<file path="config.mk">
export PLATFORM = sky130hd
export DESIGN_NAME = timed_rgb565_fade_sequencer_flat
export DESIGN_NICKNAME = d
export VERILOG_FILES = /design/src/rtl/rgbfade_pkg.sv /design/src/rtl/rgbfade_ifs.sv /design/src/rtl/rgbfade_front.sv /design/src/rtl/rgbfade_back.sv /design/src/rtl/timed_rgb565_fade_sequencer.sv /design/src/flat_wrapper.sv
export SDC_FILE = /design/constraint.sdc
export NUM_CORES = 1
export LEC_CHECK = 0
export ABC_CLOCK_PERIOD_IN_PS = 11700
export CORE_AREA = 2 2 200 202
export CTS_BUF_LIST = sky130_fd_sc_hd__clkbuf_2
export DETAILED_ROUTE_END_ITERATION = 10
export DIE_AREA = 0 0 202 204
export DONT_BUFFER_PORTS = 1
export PLACE_DENSITY = 0.76
export SLEW_MARGIN = 20
export SYNTH_ARGS = -nofsm -noshare
export SYNTH_HDL_FRONTEND = slang
export SYNTH_SLANG_ARGS = --single-unit
</file>
<file path="constraint.sdc">
create_clock -name i_clk -period 11.7 [get_ports i_clk]
set_input_delay 0 -clock i_clk [delete_from_list [all_inputs] [get_ports i_clk]]
set_output_delay 0 -clock i_clk [all_outputs]
set_load 0.05 [all_outputs]
</file>
<file path="src/rtl/rgbfade_pkg.sv">
// Types and constants shared by the RGB565 fade sequencer.
// Holds command codes, queue word layout, config register map and phase codes.
// No dependencies.
package rgbfade_pkg;

    localparam int CFG_IDX_W  = 2;
    localparam int CFG_DATA_W = 32;

    localparam logic [CFG_IDX_W-1:0] CFG_SPLASH_MS   = 2'd0;
    localparam logic [CFG_IDX_W-1:0] CFG_FADE_MS     = 2'd1;
    localparam logic [CFG_IDX_W-1:0] CFG_FADE_TARGET = 2'd2;

    localparam logic [31:0] SPLASH_MS_RST   = 32'd5000;
    localparam logic [15:0] FADE_MS_RST     = 16'd600;
    localparam logic [15:0] FADE_TARGET_RST = 16'h0000;

    localparam logic [1:0] CMD_RESTART = 2'd0;
    localparam logic [1:0] CMD_UPDATE  = 2'd1;
    localparam logic [1:0] CMD_PIXEL   = 2'd2;

    localparam logic [7:0] LEVEL_FULL = 8'hFF;

    typedef enum logic [1:0] {
        PH_SPLASH = 2'd0,
        PH_FADE   = 2'd1,
        PH_DONE   = 2'd2
    } t_phase;

    typedef enum logic [1:0] {
        OP_RESTART,
        OP_UPDATE,
        OP_PIXEL,
        OP_NOP
    } t_op;

    typedef enum logic [1:0] {
        BS_IDLE,
        BS_DIV,
        BS_WRITE
    } t_bstate;

    typedef struct packed {
        t_op         op;
        logic [31:0] arg;
    } t_qitem;

    typedef struct packed {
        logic [31:0] splash_ms;
        logic [15:0] fade_ms;
        logic [15:0] fade_target;
    } t_cfg;

endpackage

</file>
<file path="src/rtl/rgbfade_ifs.sv">
// Valid/ready channel interfaces for the RGB565 fade sequencer.
// Input word, result word and config write channels; uses rgbfade_pkg widths.
interface rgbfade_in_if;
    logic        valid;
    logic        ready;
    logic [1:0]  command;
    logic [31:0] now_ms;
    logic [15:0] pixel_in;

    modport source (output valid, command, now_ms, pixel_in, input ready);
    modport sink   (input valid, command, now_ms, pixel_in, output ready);
endinterface

interface rgbfade_out_if;
    logic        valid;
    logic        ready;
    logic [15:0] pixel_out;
    logic [1:0]  phase;
    logic        finished;
    logic [7:0]  fade_level_out;

    modport source (output valid, pixel_out, phase, finished, fade_level_out, input ready);
    modport sink   (input valid, pixel_out, phase, finished, fade_level_out, output ready);
endinterface

interface rgbfade_cfg_if;
    import rgbfade_pkg::*;
    logic                  valid;
    logic                  ready;
    logic [CFG_IDX_W-1:0]  index;
    logic [CFG_DATA_W-1:0] data;

    modport source (output valid, index, data, input ready);
    modport sink   (input valid, index, data, output ready);
endinterface

</file>
<file path="src/rtl/rgbfade_front.sv">
// Front end: accepts input words, classifies the command and queues them.
// Depends on rgbfade_pkg and rgbfade_in_if.
module rgbfade_front
    import rgbfade_pkg::*;
#(
    parameter int DEPTH = 2
) (
    input  logic          i_clk,
    input  logic          i_rst_n,
    rgbfade_in_if.sink    i_in,
    output t_qitem        o_item,
    output logic          o_item_valid,
    input  logic          i_pop
);

    localparam int IW = (DEPTH > 1) ? $clog2(DEPTH) : 1;
    localparam int CW = $clog2(DEPTH + 1);

    t_qitem          r_mem [DEPTH];
    logic [IW-1:0]   r_wr, n_wr;
    logic [IW-1:0]   r_rd, n_rd;
    logic [CW-1:0]   r_cnt, n_cnt;
    t_qitem          w_item;
    logic            w_push;

    always_comb begin
        w_item.arg = i_in.now_ms;
        case (i_in.command)
            CMD_RESTART: w_item.op = OP_RESTART;
            CMD_UPDATE:  w_item.op = OP_UPDATE;
            CMD_PIXEL: begin
                w_item.op  = OP_PIXEL;
                w_item.arg = {16'h0000, i_in.pixel_in};
            end
            default:     w_item.op = OP_NOP;
        endcase
    end

    assign i_in.ready   = (r_cnt != CW'(DEPTH));
    assign w_push       = i_in.valid & i_in.ready;
    assign o_item_valid = (r_cnt != '0);
    assign o_item       = r_mem[r_rd];

    always_comb begin
        n_wr  = r_wr;
        n_rd  = r_rd;
        n_cnt = r_cnt;
        if (w_push) begin
            n_wr = (r_wr == IW'(DEPTH - 1)) ? '0 : r_wr + 1'b1;
        end
        if (i_pop) begin
            n_rd = (r_rd == IW'(DEPTH - 1)) ? '0 : r_rd + 1'b1;
        end
        case ({w_push, i_pop})
            2'b10:   n_cnt = r_cnt + 1'b1;
            2'b01:   n_cnt = r_cnt - 1'b1;
            default: n_cnt = r_cnt;
        endcase
    end

    always_ff @(posedge i_clk) begin
        if (w_push) begin
            r_mem[r_wr] <= w_item;
        end
    end

    always_ff @(posedge i_clk) begin
        if (!i_rst_n) begin
            r_wr  <= '0;
            r_rd  <= '0;
            r_cnt <= '0;
        end else begin
            r_wr  <= n_wr;
            r_rd  <= n_rd;
            r_cnt <= n_cnt;
        end
    end

endmodule

</file>
<file path="src/rtl/rgbfade_back.sv">
// Back end: phase sequencer, restoring level divider, pixel mixer, result register.
// Depends on rgbfade_pkg and rgbfade_out_if.
module rgbfade_back
    import rgbfade_pkg::*;
(
    input  logic          i_clk,
    input  logic          i_rst_n,
    input  t_qitem        i_item,
    input  logic          i_item_valid,
    output logic          o_pop,
    input  t_cfg          i_cfg,
    rgbfade_out_if.source o_out
);

    function automatic logic [5:0] mix_ch(logic [5:0] a, logic [5:0] b, logic [7:0] lvl);
        logic [5:0]  d;
        logic [13:0] p;
        logic [13:0] q;
        d = (b >= a) ? (b - a) : (a - b);
        p = d * lvl;
        q = (p + 14'd1 + {8'h00, p[13:8]}) >> 8;
        return (b >= a) ? (a + q[5:0]) : (a - q[5:0]);
    endfunction

    function automatic logic [15:0] mix_px(logic [15:0] px, logic [15:0] tg, logic [7:0] lvl);
        logic [5:0] r;
        logic [5:0] g;
        logic [5:0] b;
        r = mix_ch({1'b0, px[15:11]}, {1'b0, tg[15:11]}, lvl);
        g = mix_ch(px[10:5], tg[10:5], lvl);
        b = mix_ch({1'b0, px[4:0]}, {1'b0, tg[4:0]}, lvl);
        return {r[4:0], g, b[4:0]};
    endfunction

    t_bstate      r_st, n_st;
    t_phase       r_phase, n_phase;
    logic [31:0]  r_start, n_start;
    logic [7:0]   r_level, n_level;
    logic [23:0]  r_rem, n_rem;
    logic [7:0]   r_quo, n_quo;
    logic [2:0]   r_step, n_step;
    logic         r_out_valid, n_out_valid;
    logic [15:0]  r_pix, n_pix;
    logic         w_out_free;
    logic         w_take;
    logic [31:0]  w_elapsed;
    logic         w_fade_end;
    logic         w_div_start;
    logic         w_load;
    logic [23:0]  w_dshift;

    assign w_out_free  = !r_out_valid | o_out.ready;
    assign w_take      = (r_st == BS_IDLE) & i_item_valid & w_out_free;
    assign w_elapsed   = i_item.arg - r_start;
    assign w_fade_end  = (w_elapsed >= {16'h0000, i_cfg.fade_ms});
    assign w_div_start = w_take & (i_item.op == OP_UPDATE) & (r_phase == PH_FADE) & !w_fade_end;
    assign w_dshift    = {8'h00, i_cfg.fade_ms} << r_step;
    assign o_pop       = w_take;

    always_comb begin
        n_st = r_st;
        case (r_st)
            BS_IDLE:  if (w_div_start) n_st = BS_DIV;
            BS_DIV:   if (r_step == 3'd0) n_st = BS_WRITE;
            BS_WRITE: if (w_out_free) n_st = BS_IDLE;
            default:  n_st = BS_IDLE;
        endcase
    end

    always_comb begin
        n_phase = r_phase;
        n_start = r_start;
        n_level = r_level;
        n_rem   = r_rem;
        n_quo   = r_quo;
        n_step  = r_step;
        n_pix   = r_pix;
        w_load  = 1'b0;
        case (r_st)
            BS_IDLE: begin
                if (w_take) begin
                    w_load = !w_div_start;
                    n_pix  = 16'h0000;
                    case (i_item.op)
                        OP_RESTART: begin
                            n_phase = PH_SPLASH;
                            n_start = i_item.arg;
                            n_level = '0;
                        end
                        OP_UPDATE: begin
                            if (r_phase == PH_SPLASH) begin
                                if (w_elapsed >= i_cfg.splash_ms) begin
                                    n_phase = PH_FADE;
                                    n_start = i_item.arg;
                                    n_level = '0;
                                end
                            end else if (r_phase == PH_FADE) begin
                                if (w_fade_end) begin
                                    n_phase = PH_DONE;
                                    n_level = LEVEL_FULL;
                                end else begin
                                    n_rem  = {w_elapsed[15:0], 8'h00} -
                                             {8'h00, w_elapsed[15:0]};
                                    n_quo  = '0;
                                    n_step = 3'd7;
                                end
                            end
                        end
                        OP_PIXEL: begin
                            n_pix = (r_phase == PH_FADE) ?
                                    mix_px(i_item.arg[15:0], i_cfg.fade_target, r_level) :
                                    i_item.arg[15:0];
                        end
                        default: begin
                        end
                    endcase
                end
            end
            BS_DIV: begin
                if (r_rem >= w_dshift) begin
                    n_rem         = r_rem - w_dshift;
                    n_quo[r_step] = 1'b1;
                end
                n_step = r_step - 3'd1;
            end
            BS_WRITE: begin
                if (w_out_free) begin
                    w_load  = 1'b1;
                    n_level = r_quo;
                    n_pix   = 16'h0000;
                end
            end
            default: begin
            end
        endcase
        n_out_valid = w_load | (r_out_valid & !o_out.ready);
    end

    always_ff @(posedge i_clk) begin
        if (!i_rst_n) begin
            r_st        <= BS_IDLE;
            r_phase     <= PH_SPLASH;
            r_start     <= '0;
            r_level     <= '0;
            r_out_valid <= 1'b0;
        end else begin
            r_st        <= n_st;
            r_phase     <= n_phase;
            r_start     <= n_start;
            r_level     <= n_level;
            r_out_valid <= n_out_valid;
        end
    end

    always_ff @(posedge i_clk) begin
        r_rem  <= n_rem;
        r_quo  <= n_quo;
        r_step <= n_step;
        if (w_load) begin
            r_pix <= n_pix;
        end
    end

    logic [1:0]  r_oph;
    logic [7:0]  r_olvl;

    always_ff @(posedge i_clk) begin
        if (w_load) begin
            r_oph  <= n_phase;
            r_olvl <= n_level;
        end
    end

    assign o_out.valid          = r_out_valid;
    assign o_out.pixel_out      = r_pix;
    assign o_out.phase          = r_oph;
    assign o_out.finished       = (r_oph == PH_DONE);
    assign o_out.fade_level_out = r_olvl;

endmodule

</file>
<file path="src/rtl/timed_rgb565_fade_sequencer.sv">
// Top level of the RGB565 fade sequencer: config registers, front queue, back end.
// Depends on rgbfade_pkg, rgbfade_ifs, rgbfade_front and rgbfade_back.
//
// One result word per input word, in order. Restart, pixel and unused-command
// words, and updates that do not stay inside the fade, are handled in the cycle
// that takes them; a time update that stays inside the fade holds the back end
// through the cycle that takes it, 8 steps of the restoring divider for the fade
// level, and the result write, which waits for a free result register. A queue of
// QUEUE_DEPTH words sits between input and back end; the back end takes the next
// word only when the result register is empty or is read in that same cycle.
// Config writes are always ready and take effect on the next cycle.
module timed_rgb565_fade_sequencer
    import rgbfade_pkg::*;
#(
    parameter int QUEUE_DEPTH = 2
) (
    input  logic          i_clk,
    input  logic          i_rst_n,
    rgbfade_in_if.sink    i_in,
    rgbfade_cfg_if.sink   i_cfg,
    rgbfade_out_if.source o_out
);

    t_cfg    r_cfg;
    t_qitem  w_item;
    logic    w_item_valid;
    logic    w_pop;
    logic    w_cfg_wr;

    assign i_cfg.ready = 1'b1;
    assign w_cfg_wr    = i_cfg.valid & i_cfg.ready;

    always_ff @(posedge i_clk) begin
        if (!i_rst_n) begin
            r_cfg.splash_ms   <= SPLASH_MS_RST;
            r_cfg.fade_ms     <= FADE_MS_RST;
            r_cfg.fade_target <= FADE_TARGET_RST;
        end else if (w_cfg_wr) begin
            case (i_cfg.index)
                CFG_SPLASH_MS:   r_cfg.splash_ms   <= i_cfg.data;
                CFG_FADE_MS:     r_cfg.fade_ms     <= i_cfg.data[15:0];
                CFG_FADE_TARGET: r_cfg.fade_target <= i_cfg.data[15:0];
                default: begin
                end
            endcase
        end
    end

    rgbfade_front #(
        .DEPTH (QUEUE_DEPTH)
    ) u_front (
        .i_clk        (i_clk),
        .i_rst_n      (i_rst_n),
        .i_in         (i_in),
        .o_item       (w_item),
        .o_item_valid (w_item_valid),
        .i_pop        (w_pop)
    );

    rgbfade_back u_back (
        .i_clk        (i_clk),
        .i_rst_n      (i_rst_n),
        .i_item       (w_item),
        .i_item_valid (w_item_valid),
        .o_pop        (w_pop),
        .i_cfg        (r_cfg),
        .o_out        (o_out)
    );

    a_pop_needs_item: assert property (@(posedge i_clk) disable iff (!i_rst_n)
        w_pop |-> w_item_valid)
        else $error("queue popped while empty");

    a_done_full_level: assert property (@(posedge i_clk) disable iff (!i_rst_n)
        (o_out.valid && o_out.finished) |-> (o_out.fade_level_out == LEVEL_FULL))
        else $error("done phase without full fade level");

    a_splash_no_level: assert property (@(posedge i_clk) disable iff (!i_rst_n)
        (o_out.valid && o_out.phase == PH_SPLASH) |-> (o_out.fade_level_out == 8'h00))
        else $error("splash phase with nonzero fade level");

endmodule

</file>
<file path="src/flat_wrapper.sv">
// flat-port wrapper written by rule: the top's interface ports become plain ports
module timed_rgb565_fade_sequencer_flat import rgbfade_pkg::*;
#(
    parameter int QUEUE_DEPTH = 2
)
  (i_clk, i_rst_n, i_in_valid, i_in_command, i_in_now_ms, i_in_pixel_in, i_in_ready, i_cfg_valid, i_cfg_index, i_cfg_data, i_cfg_ready, o_out_valid, o_out_pixel_out, o_out_phase, o_out_finished, o_out_fade_level_out, o_out_ready);
  rgbfade_in_if i_in_i ();
  rgbfade_cfg_if i_cfg_i ();
  rgbfade_out_if o_out_i ();
  input  logic i_clk;
  input  logic i_rst_n;
  input wire logic [$bits(i_in_i.valid)-1:0] i_in_valid;
  input wire logic [$bits(i_in_i.command)-1:0] i_in_command;
  input wire logic [$bits(i_in_i.now_ms)-1:0] i_in_now_ms;
  input wire logic [$bits(i_in_i.pixel_in)-1:0] i_in_pixel_in;
  output wire logic [$bits(i_in_i.ready)-1:0] i_in_ready;
  input wire logic [$bits(i_cfg_i.valid)-1:0] i_cfg_valid;
  input wire logic [$bits(i_cfg_i.index)-1:0] i_cfg_index;
  input wire logic [$bits(i_cfg_i.data)-1:0] i_cfg_data;
  output wire logic [$bits(i_cfg_i.ready)-1:0] i_cfg_ready;
  output wire logic [$bits(o_out_i.valid)-1:0] o_out_valid;
  output wire logic [$bits(o_out_i.pixel_out)-1:0] o_out_pixel_out;
  output wire logic [$bits(o_out_i.phase)-1:0] o_out_phase;
  output wire logic [$bits(o_out_i.finished)-1:0] o_out_finished;
  output wire logic [$bits(o_out_i.fade_level_out)-1:0] o_out_fade_level_out;
  input wire logic [$bits(o_out_i.ready)-1:0] o_out_ready;
  assign i_in_i.valid = i_in_valid;
  assign i_in_i.command = i_in_command;
  assign i_in_i.now_ms = i_in_now_ms;
  assign i_in_i.pixel_in = i_in_pixel_in;
  assign i_in_ready = i_in_i.ready;
  assign i_cfg_i.valid = i_cfg_valid;
  assign i_cfg_i.index = i_cfg_index;
  assign i_cfg_i.data = i_cfg_data;
  assign i_cfg_ready = i_cfg_i.ready;
  assign o_out_valid = o_out_i.valid;
  assign o_out_pixel_out = o_out_i.pixel_out;
  assign o_out_phase = o_out_i.phase;
  assign o_out_finished = o_out_i.finished;
  assign o_out_fade_level_out = o_out_i.fade_level_out;
  assign o_out_i.ready = o_out_ready;
  timed_rgb565_fade_sequencer #(.QUEUE_DEPTH(QUEUE_DEPTH)) u_core (.i_clk(i_clk), .i_rst_n(i_rst_n), .i_in(i_in_i), .i_cfg(i_cfg_i), .o_out(o_out_i));
endmodule
</file>
==> results.sh, run 1 <==
export IMPL_slowest_stage="fa_1"
export IMPL_critPathBufInv=7
export IMPL_route_detailed_drc=0
export IMPL_cts_tree="done"
export IMPL_cp_common_cell="inv_1"
export IMPL_power_density_nw_per_um2=243.4
export IMPL_ff2ff_setup_slack_ns=0.59
export IMPL_synth_seq_cells=243
export IMPL_grt_pass1_wl_mm=104.8
export IMPL_status="finished clean"
export IMPL_dpl_hpwl_mm=47.20
export IMPL_die_y_microns=204
export IMPL_nNetsFinal=3217
export IMPL_synth_xor_area_share_pct=5.076
export IMPL_cts_buffer_depth=3
export IMPL_ant_nets=0
export IMPL_fin_setup_tns_ns=0
export IMPL_cts_sinks=243
export IMPL_critPathArrivalTime_ns=11.88
export IMPL_routabilityCongestion=0.9662
export IMPL_first_pass_iters=5
export IMPL_root_buffer="clkbuf_2"
export IMPL_cp_top_family="adder cells"
export IMPL_synth_adder_area_share_pct=21.01
export IMPL_max_freq_mhz=90.04
export IMPL_netlist_area_sq_um=22360
export IMPL_synth_edff_count=129
export IMPL_finalWirelength_mm=65.26
export IMPL_num_vias=20060
export IMPL_nFillCells=3118
export IMPL_r2r_end="u_core.u_back.o_out.pixel_out[15]$_SDFFCE_PP0P_"
export IMPL_via_per_inst=5.924
export IMPL_clk_pin_slew_worst_paths_ns=0.12
export IMPL_multi_input_area_sq_um=14840
export IMPL_layout_commonest_cell="nand2_1"
export IMPL_dieArea_sq_um=41210
export IMPL_cts_buffers=61
export IMPL_worst_slew_pin_slew_ns=1.073
export IMPL_synth_compound_area_share_pct=16.87
export IMPL_start_util_pct=57.06
export IMPL_crit_path_max_incr_delay_ns=0.55
export IMPL_ys_types=95
export IMPL_drive_gt1_share_pct=8.158
export IMPL_clkLatencyLatePin_ns=1.06
export IMPL_final_seq_area_sq_um=6160
export IMPL_crit_path_start_kind="register"
export IMPL_syn_nets=3005
export IMPL_synth_simple_area_share_pct=18.34
export IMPL_crit_required_ns=12.47
export IMPL_grt_antenna_before_repair=2
export IMPL_path_class="reg -> reg"
export IMPL_ys_warn_count=0
export IMPL_max_slew_margin_pct=28.46
export IMPL_slew_viol_final=0
export IMPL_row_count=73
export IMPL_synth_top_flop_cell="edfxtp_1"
export IMPL_ys_seq_area_share_pct=27.54
export IMPL_period_share_pct=94.93
export IMPL_p_leak_uw=0.01116
export IMPL_die_w_microns=202
export IMPL_period_needed_ns=11.11
export IMPL_ios=119
export IMPL_hold_viol_final=0
export IMPL_track_usage_pct=31.74
export IMPL_end_kind="register"
export IMPL_synth_mux_area_share_pct=4.651
export IMPL_ir_worst_vdd_v=0.0002120
export IMPL_cap_violations=0
export IMPL_final_cell_mix="nand2_1 (345), inv_1 (285), ha_1 (237)"
export IMPL_whs_path_depth=5
export IMPL_finalSetupViolations=0
export IMPL_cp_max_fo=7
export IMPL_syn_avg_cell_area_sq_um=8.622
export IMPL_wl_per_cell_microns=19.27
export IMPL_grt_max_degree=54
export IMPL_hold_class="in -> reg"
export IMPL_holdWs_ns=0.1149
export IMPL_gr_total_overflow=0
export IMPL_synth_top_family_by_area="adder cells"
export IMPL_hold_path_startpoint="o_out_ready"
export IMPL_fin_skew_ns=0.08612
export IMPL_r2r_cells=47
export IMPL_portBuffers=0
export IMPL_coreArea_sq_um=39180
export IMPL_cts_max_level=2
export IMPL_area_growth_syn_to_layout_pct=14.81
export IMPL_synthCells=2593
export IMPL_drt_initial_drc_count=1735
export IMPL_hold_path_endpoint="u_core.u_back.r_level[7]$_SDFF_PN0_"
export IMPL_ys_async_sr_fraction_pct=0
export IMPL_grt_pass1_vias=20570
flip-flops by register name, indices dropped and copies added (netlist names), 3 cells and up, named ones only:
name	count
u_core.u_back.r_step	3
u_core.u_back.r_start	32
u_core.u_back.r_rem	24
u_core.u_back.r_quo	8
u_core.u_back.o_out.fade_level_out	8
u_core.u_front.r_mem	68
u_core.r_cfg	64
u_core.u_back.o_out.pixel_out	16
u_core.u_back.r_level	8
cell type report:
cell class	count	share of cell area (%)
Multi-Input combinational cell	1966	57.81
Sequential cell	243	24.00
Timing Repair Buffer	245	9.086
Inverter	288	4.212
Tap cell	525	2.559
Clock buffer	91	1.774
Clock inverter	23	0.5118
Antenna cell	5	0.04875
where the power goes:
group          leakage (uW)  internal [uW]  switching (uW)
sequential          0.00214           1170             243
clock              0.000447            235             396
combinational       0.00858           1610            2590
total                0.0112           3020            3230
cells in the mapped netlist, types with 9 or more instances:
| library cell | number | area share (%) |
|---|---|---|
| fa_1 | 86 | 7.7 |
| a21o_1 | 65 | 2.2 |
| and2_1 | 100 | 2.8 |
| a31oi_1 | 18 | 0.50 |
| and3_1 | 18 | 0.50 |
| nor2b_1 | 35 | 0.98 |
| o221ai_1 | 11 | 0.43 |
| mux4_2 | 9 | 0.91 |
| nand2b_1 | 35 | 0.98 |
| nand3b_1 | 9 | 0.30 |
| nand3_1 | 26 | 0.58 |
| a21oi_2 | 11 | 0.43 |
| nand2_1 | 345 | 5.8 |
| clkbuf_1 | 83 | 1.4 |
| o21bai_1 | 11 | 0.37 |
| edfxtp_1 | 129 | 17 |
| ha_1 | 237 | 13 |
| nor3_1 | 25 | 0.56 |
| nor2_1 | 168 | 2.8 |
| o21ai_0 | 73 | 1.6 |
| nand4_1 | 26 | 0.73 |
| xor2_1 | 43 | 1.7 |
| nor3b_1 | 11 | 0.37 |
| mux2i_1 | 60 | 2.7 |
| a211o_1 | 9 | 0.35 |
| dfxtp_1 | 114 | 10 |
| nor4_1 | 10 | 0.28 |
| inv_1 | 285 | 4.8 |
| a21oi_1 | 190 | 4.3 |
| o211ai_1 | 28 | 0.94 |
| o21a_1 | 26 | 0.87 |
| xnor2_1 | 84 | 3.3 |
| a211oi_1 | 41 | 1.4 |
| mux2_2 | 20 | 1.0 |
| or3_1 | 9 | 0.25 |
layer usage:
| metal | vias up | track usage [%] | share of wire [%] |
|---|---|---|---|
| met5 | - | 0 | 0 |
| met4 | 0 | 14.55 | 5.0 |
| met3 | 226 | 4.592 | 6.3 |
| met2 | 793 | 56.85 | 49 |
| met1 | 9620 | 37.67 | 39 |
| li1 | 9420 | - | - |
cell families (layout without fill, tap and decap cells):
family / count (synthesis) / count (layout)
compound gates: 571 / 571
xor+xnor: 128 / 128
fa+ha+maj: 324 / 324
buf+inv: 384 / 647
flops: 243 / 243
mux: 90 / 90
other cells: 1 / 6
simple gates: 852 / 852
worst max-delay path by stage:
stage,slack (ns),endpoint,depth (start not counted),from
2_1_floorplan,0.30,u_core.u_back.o_out.pixel_out[10]$_SDFFCE_PP0P_,48,register
3_3_place_gp,0.62,u_core.u_back.o_out.pixel_out[15]$_SDFFCE_PP0P_,46,register
3_5_place_dp,0.27,u_core.u_back.o_out.pixel_out[15]$_SDFFCE_PP0P_,46,register
4_1_cts,0.23,u_core.u_back.o_out.pixel_out[15]$_SDFFCE_PP0P_,46,register
5_1_grt,-0.01,u_core.u_back.o_out.pixel_out[15]$_SDFFCE_PP0P_,46,register
6_report,0.59,u_core.u_back.o_out.pixel_out[15]$_SDFFCE_PP0P_,47,register
worst min-delay path, delay by kind of cell:
family	cells	cell delay, ns
compound gates	2	0.34
simple gates	1	0.05
buf+inv	2	0.73
stage by stage:
stage | utilization, % | area (sq um) | std cells | setup WS (ns) | total power, uW
final | 65.50 | 25670 | 3386 | 0.5935 | 6247
after global routing | 65.49 | 25660 | 3383 | -0.009548 | 6705
after CTS | 65.13 | 25520 | 3373 | 0.2263 | 6111
after detailed placement | 58.58 | 22950 | 3061 | 0.2746 | 5417
after global placement | 58.57 | 22950 | 3061 | 0.6243 | 5301
after floorplan | - | 22360 | 2593 | 0.2956 | 4269
timing repair:
item	in CTS	in global routing
hold endpoints to repair	286	19
setup endpoints to repair	0	6
hold buffers	198	1
buffers inserted	0	7
resized for setup	0	16
(Power assumes the default switching activity.)
==> run 2, diff against run 1 <==
- CORE_AREA: 2 2 200 202 -> 2 2 226 228
- DIE_AREA: 0 0 202 204 -> 0 0 228 230
- PLACE_DENSITY: 0.76 -> not set
==> results.sh, run 2 (synthesized netlist as in run 1, its figures left out) <==
export IMPL_path_class="reg -> reg"
export IMPL_status="finished clean"
export IMPL_fin_skew_ns=0.08209
export IMPL_grt_max_degree=82
export IMPL_gr_total_overflow=0
export IMPL_num_vias=19710
export IMPL_holdWs_ns=0.06495
export IMPL_track_usage_pct=26.40
export IMPL_crit_path_start_kind="register"
export IMPL_first_pass_iters=5
export IMPL_max_slew_margin_pct=28.22
export IMPL_place_inst=3215
export IMPL_reg_top3="u_core.u_front.r_mem x68, u_core.r_cfg x64, u_core.u_back.r_start x32"
export IMPL_drt_initial_drc_count=1383
export IMPL_power_density_nw_per_um2=245.9
export IMPL_nNetsFinal=3251
export IMPL_die_y_microns=230
export IMPL_p_leak_uw=0.01136
export IMPL_finalWirelength_mm=69.29
export IMPL_slowest_stage="xor2_1"
export IMPL_critPathBufInv=5
export IMPL_finalSetupViolations=0
export IMPL_hold_class="in -> reg"
export IMPL_end_kind="register"
export IMPL_cts_buffer_depth=3
export IMPL_fin_ws_ns=0.6886
export IMPL_start_util_pct=44.84
export IMPL_slew_viol_final=0
export IMPL_nFillCells=4731
export IMPL_routabilityCongestion=0.9141
export IMPL_grt_pass1_wl_mm=109.1
export IMPL_final_cell_mix="nand2_1 (345), inv_1 (285), ha_1 (237)"
export IMPL_cts_buffers=71
export IMPL_crit_path_max_incr_delay_ns=0.57
export IMPL_dieArea_sq_um=52440
export IMPL_area_growth_syn_to_layout_pct=17.18
export IMPL_drive_gt1_share_pct=9.012
export IMPL_wl_per_cell_microns=19.39
export IMPL_portBuffers=0
export IMPL_worst_slew_pin_slew_ns=1.050
export IMPL_crit_required_ns=12.52
export IMPL_cp_common_cell="ha_1"
export IMPL_ant_nets=0
export IMPL_dpl_hpwl_mm=50.87
export IMPL_hold_viol_final=0
export IMPL_cts_tree="done"
export IMPL_final_cells=3573
export IMPL_largest_register_ffs=68
export IMPL_ios=119
export IMPL_critPathArrivalTime_ns=11.83
export IMPL_max_freq_mhz=90.81
export IMPL_final_seq_area_sq_um=6157
export IMPL_cts_sinks=243
export IMPL_route_detailed_drc=0
export IMPL_cp_max_fo=8
export IMPL_period_share_pct=94.11
export IMPL_multi_input_area_sq_um=14860
export IMPL_cp_top_family="adder cells"
export IMPL_largest_register="u_core.u_front.r_mem"
export IMPL_die_w_microns=228
export IMPL_row_count=82
export IMPL_dpl_worst_slack_ns=0.2897
export IMPL_cap_violations=0
export IMPL_period_needed_ns=11.01
export IMPL_clkLatencyLatePin_ns=1.09
export IMPL_coreArea_sq_um=49860
export IMPL_clk_pin_slew_worst_paths_ns=0.10
export IMPL_grt_antenna_before_repair=5
export IMPL_ir_worst_vdd_v=0.0002222
export IMPL_cts_max_level=3
export IMPL_layout_commonest_cell="nand2_1"
export IMPL_root_buffer="clkbuf_2"
export IMPL_grt_pass1_vias=19940
export IMPL_via_per_inst=5.516
run 2: metal layers:
layer / vias to the layer above / share of wire [%] / track usage, %
met3: 157 / 4.9 / 4.055
met2: 538 / 48 / 44.65
met5: - / 0 / 0
met1: 9498 / 43 / 33.36
li1: 9516 / - / -
met4: 0 / 4.2 / 11.81
run 2: tightest hold or removal path, cell delays in order:
cell and delay, ns:
dlygate4sd3_1 0.58, buf_2 0.33, o211ai_1 0.15
run 2: final cells by class:
class	count	share of cell area, %
flip-flops and latches	243	23.50
repair buffers	269	9.820
well taps	672	3.210
multi-input cells	1966	56.71
diodes	5	0.04776
clock inverters	24	0.5540
inverters	288	4.127
clock buffers	106	2.025
run 2: repair_timing:
action | in CTS | in global routing
endpoints found under the hold margin | 285 | 32
setup buffers | 0 | 5
gates resized for setup | 0 | 20
endpoints found under the setup margin | 0 | 5
hold buffers | 215 | 2
run 2: worst paths after layout:
kind                                       from                                               to  slack [ns]  cells past startpoint
setup / recovery                       register  u_core.u_back.o_out.pixel_out[15]$_SDFFCE_PP0P_        0.69                     45
hold / removal                          i_rst_n                    u_core.r_cfg[39]$_SDFFE_PN1P_        0.06                      3
setup reg to reg                       register  u_core.u_back.o_out.pixel_out[15]$_SDFFCE_PP0P_        0.69                     45
hold reg to reg   u_core.r_cfg[53]$_SDFFE_PN0P_                    u_core.r_cfg[53]$_SDFFE_PN0P_        0.46                      2
run 2: where the power goes:
| group | switching [uW] | leakage (uW) | total, uW | internal, uW |
|---|---|---|---|---|
| registers | 237 | 0.00214 | 1410 | 1170 |
| logic | 2700 | 0.00871 | 4350 | 1650 |
| clock network | 431 | 0.000515 | 688 | 257 |
run 2: through the flow:
step	power [uW]	util (%)	area, sq um	setup TNS, ns
after global placement	5557	46.50	23180	0
final	6442	52.54	26200	0
after detailed placement	5614	46.50	23180	0
after floorplan	4269	-	22360	0
after global routing	6950	52.54	26200	-0.04464
after CTS	6382	52.17	26010	0
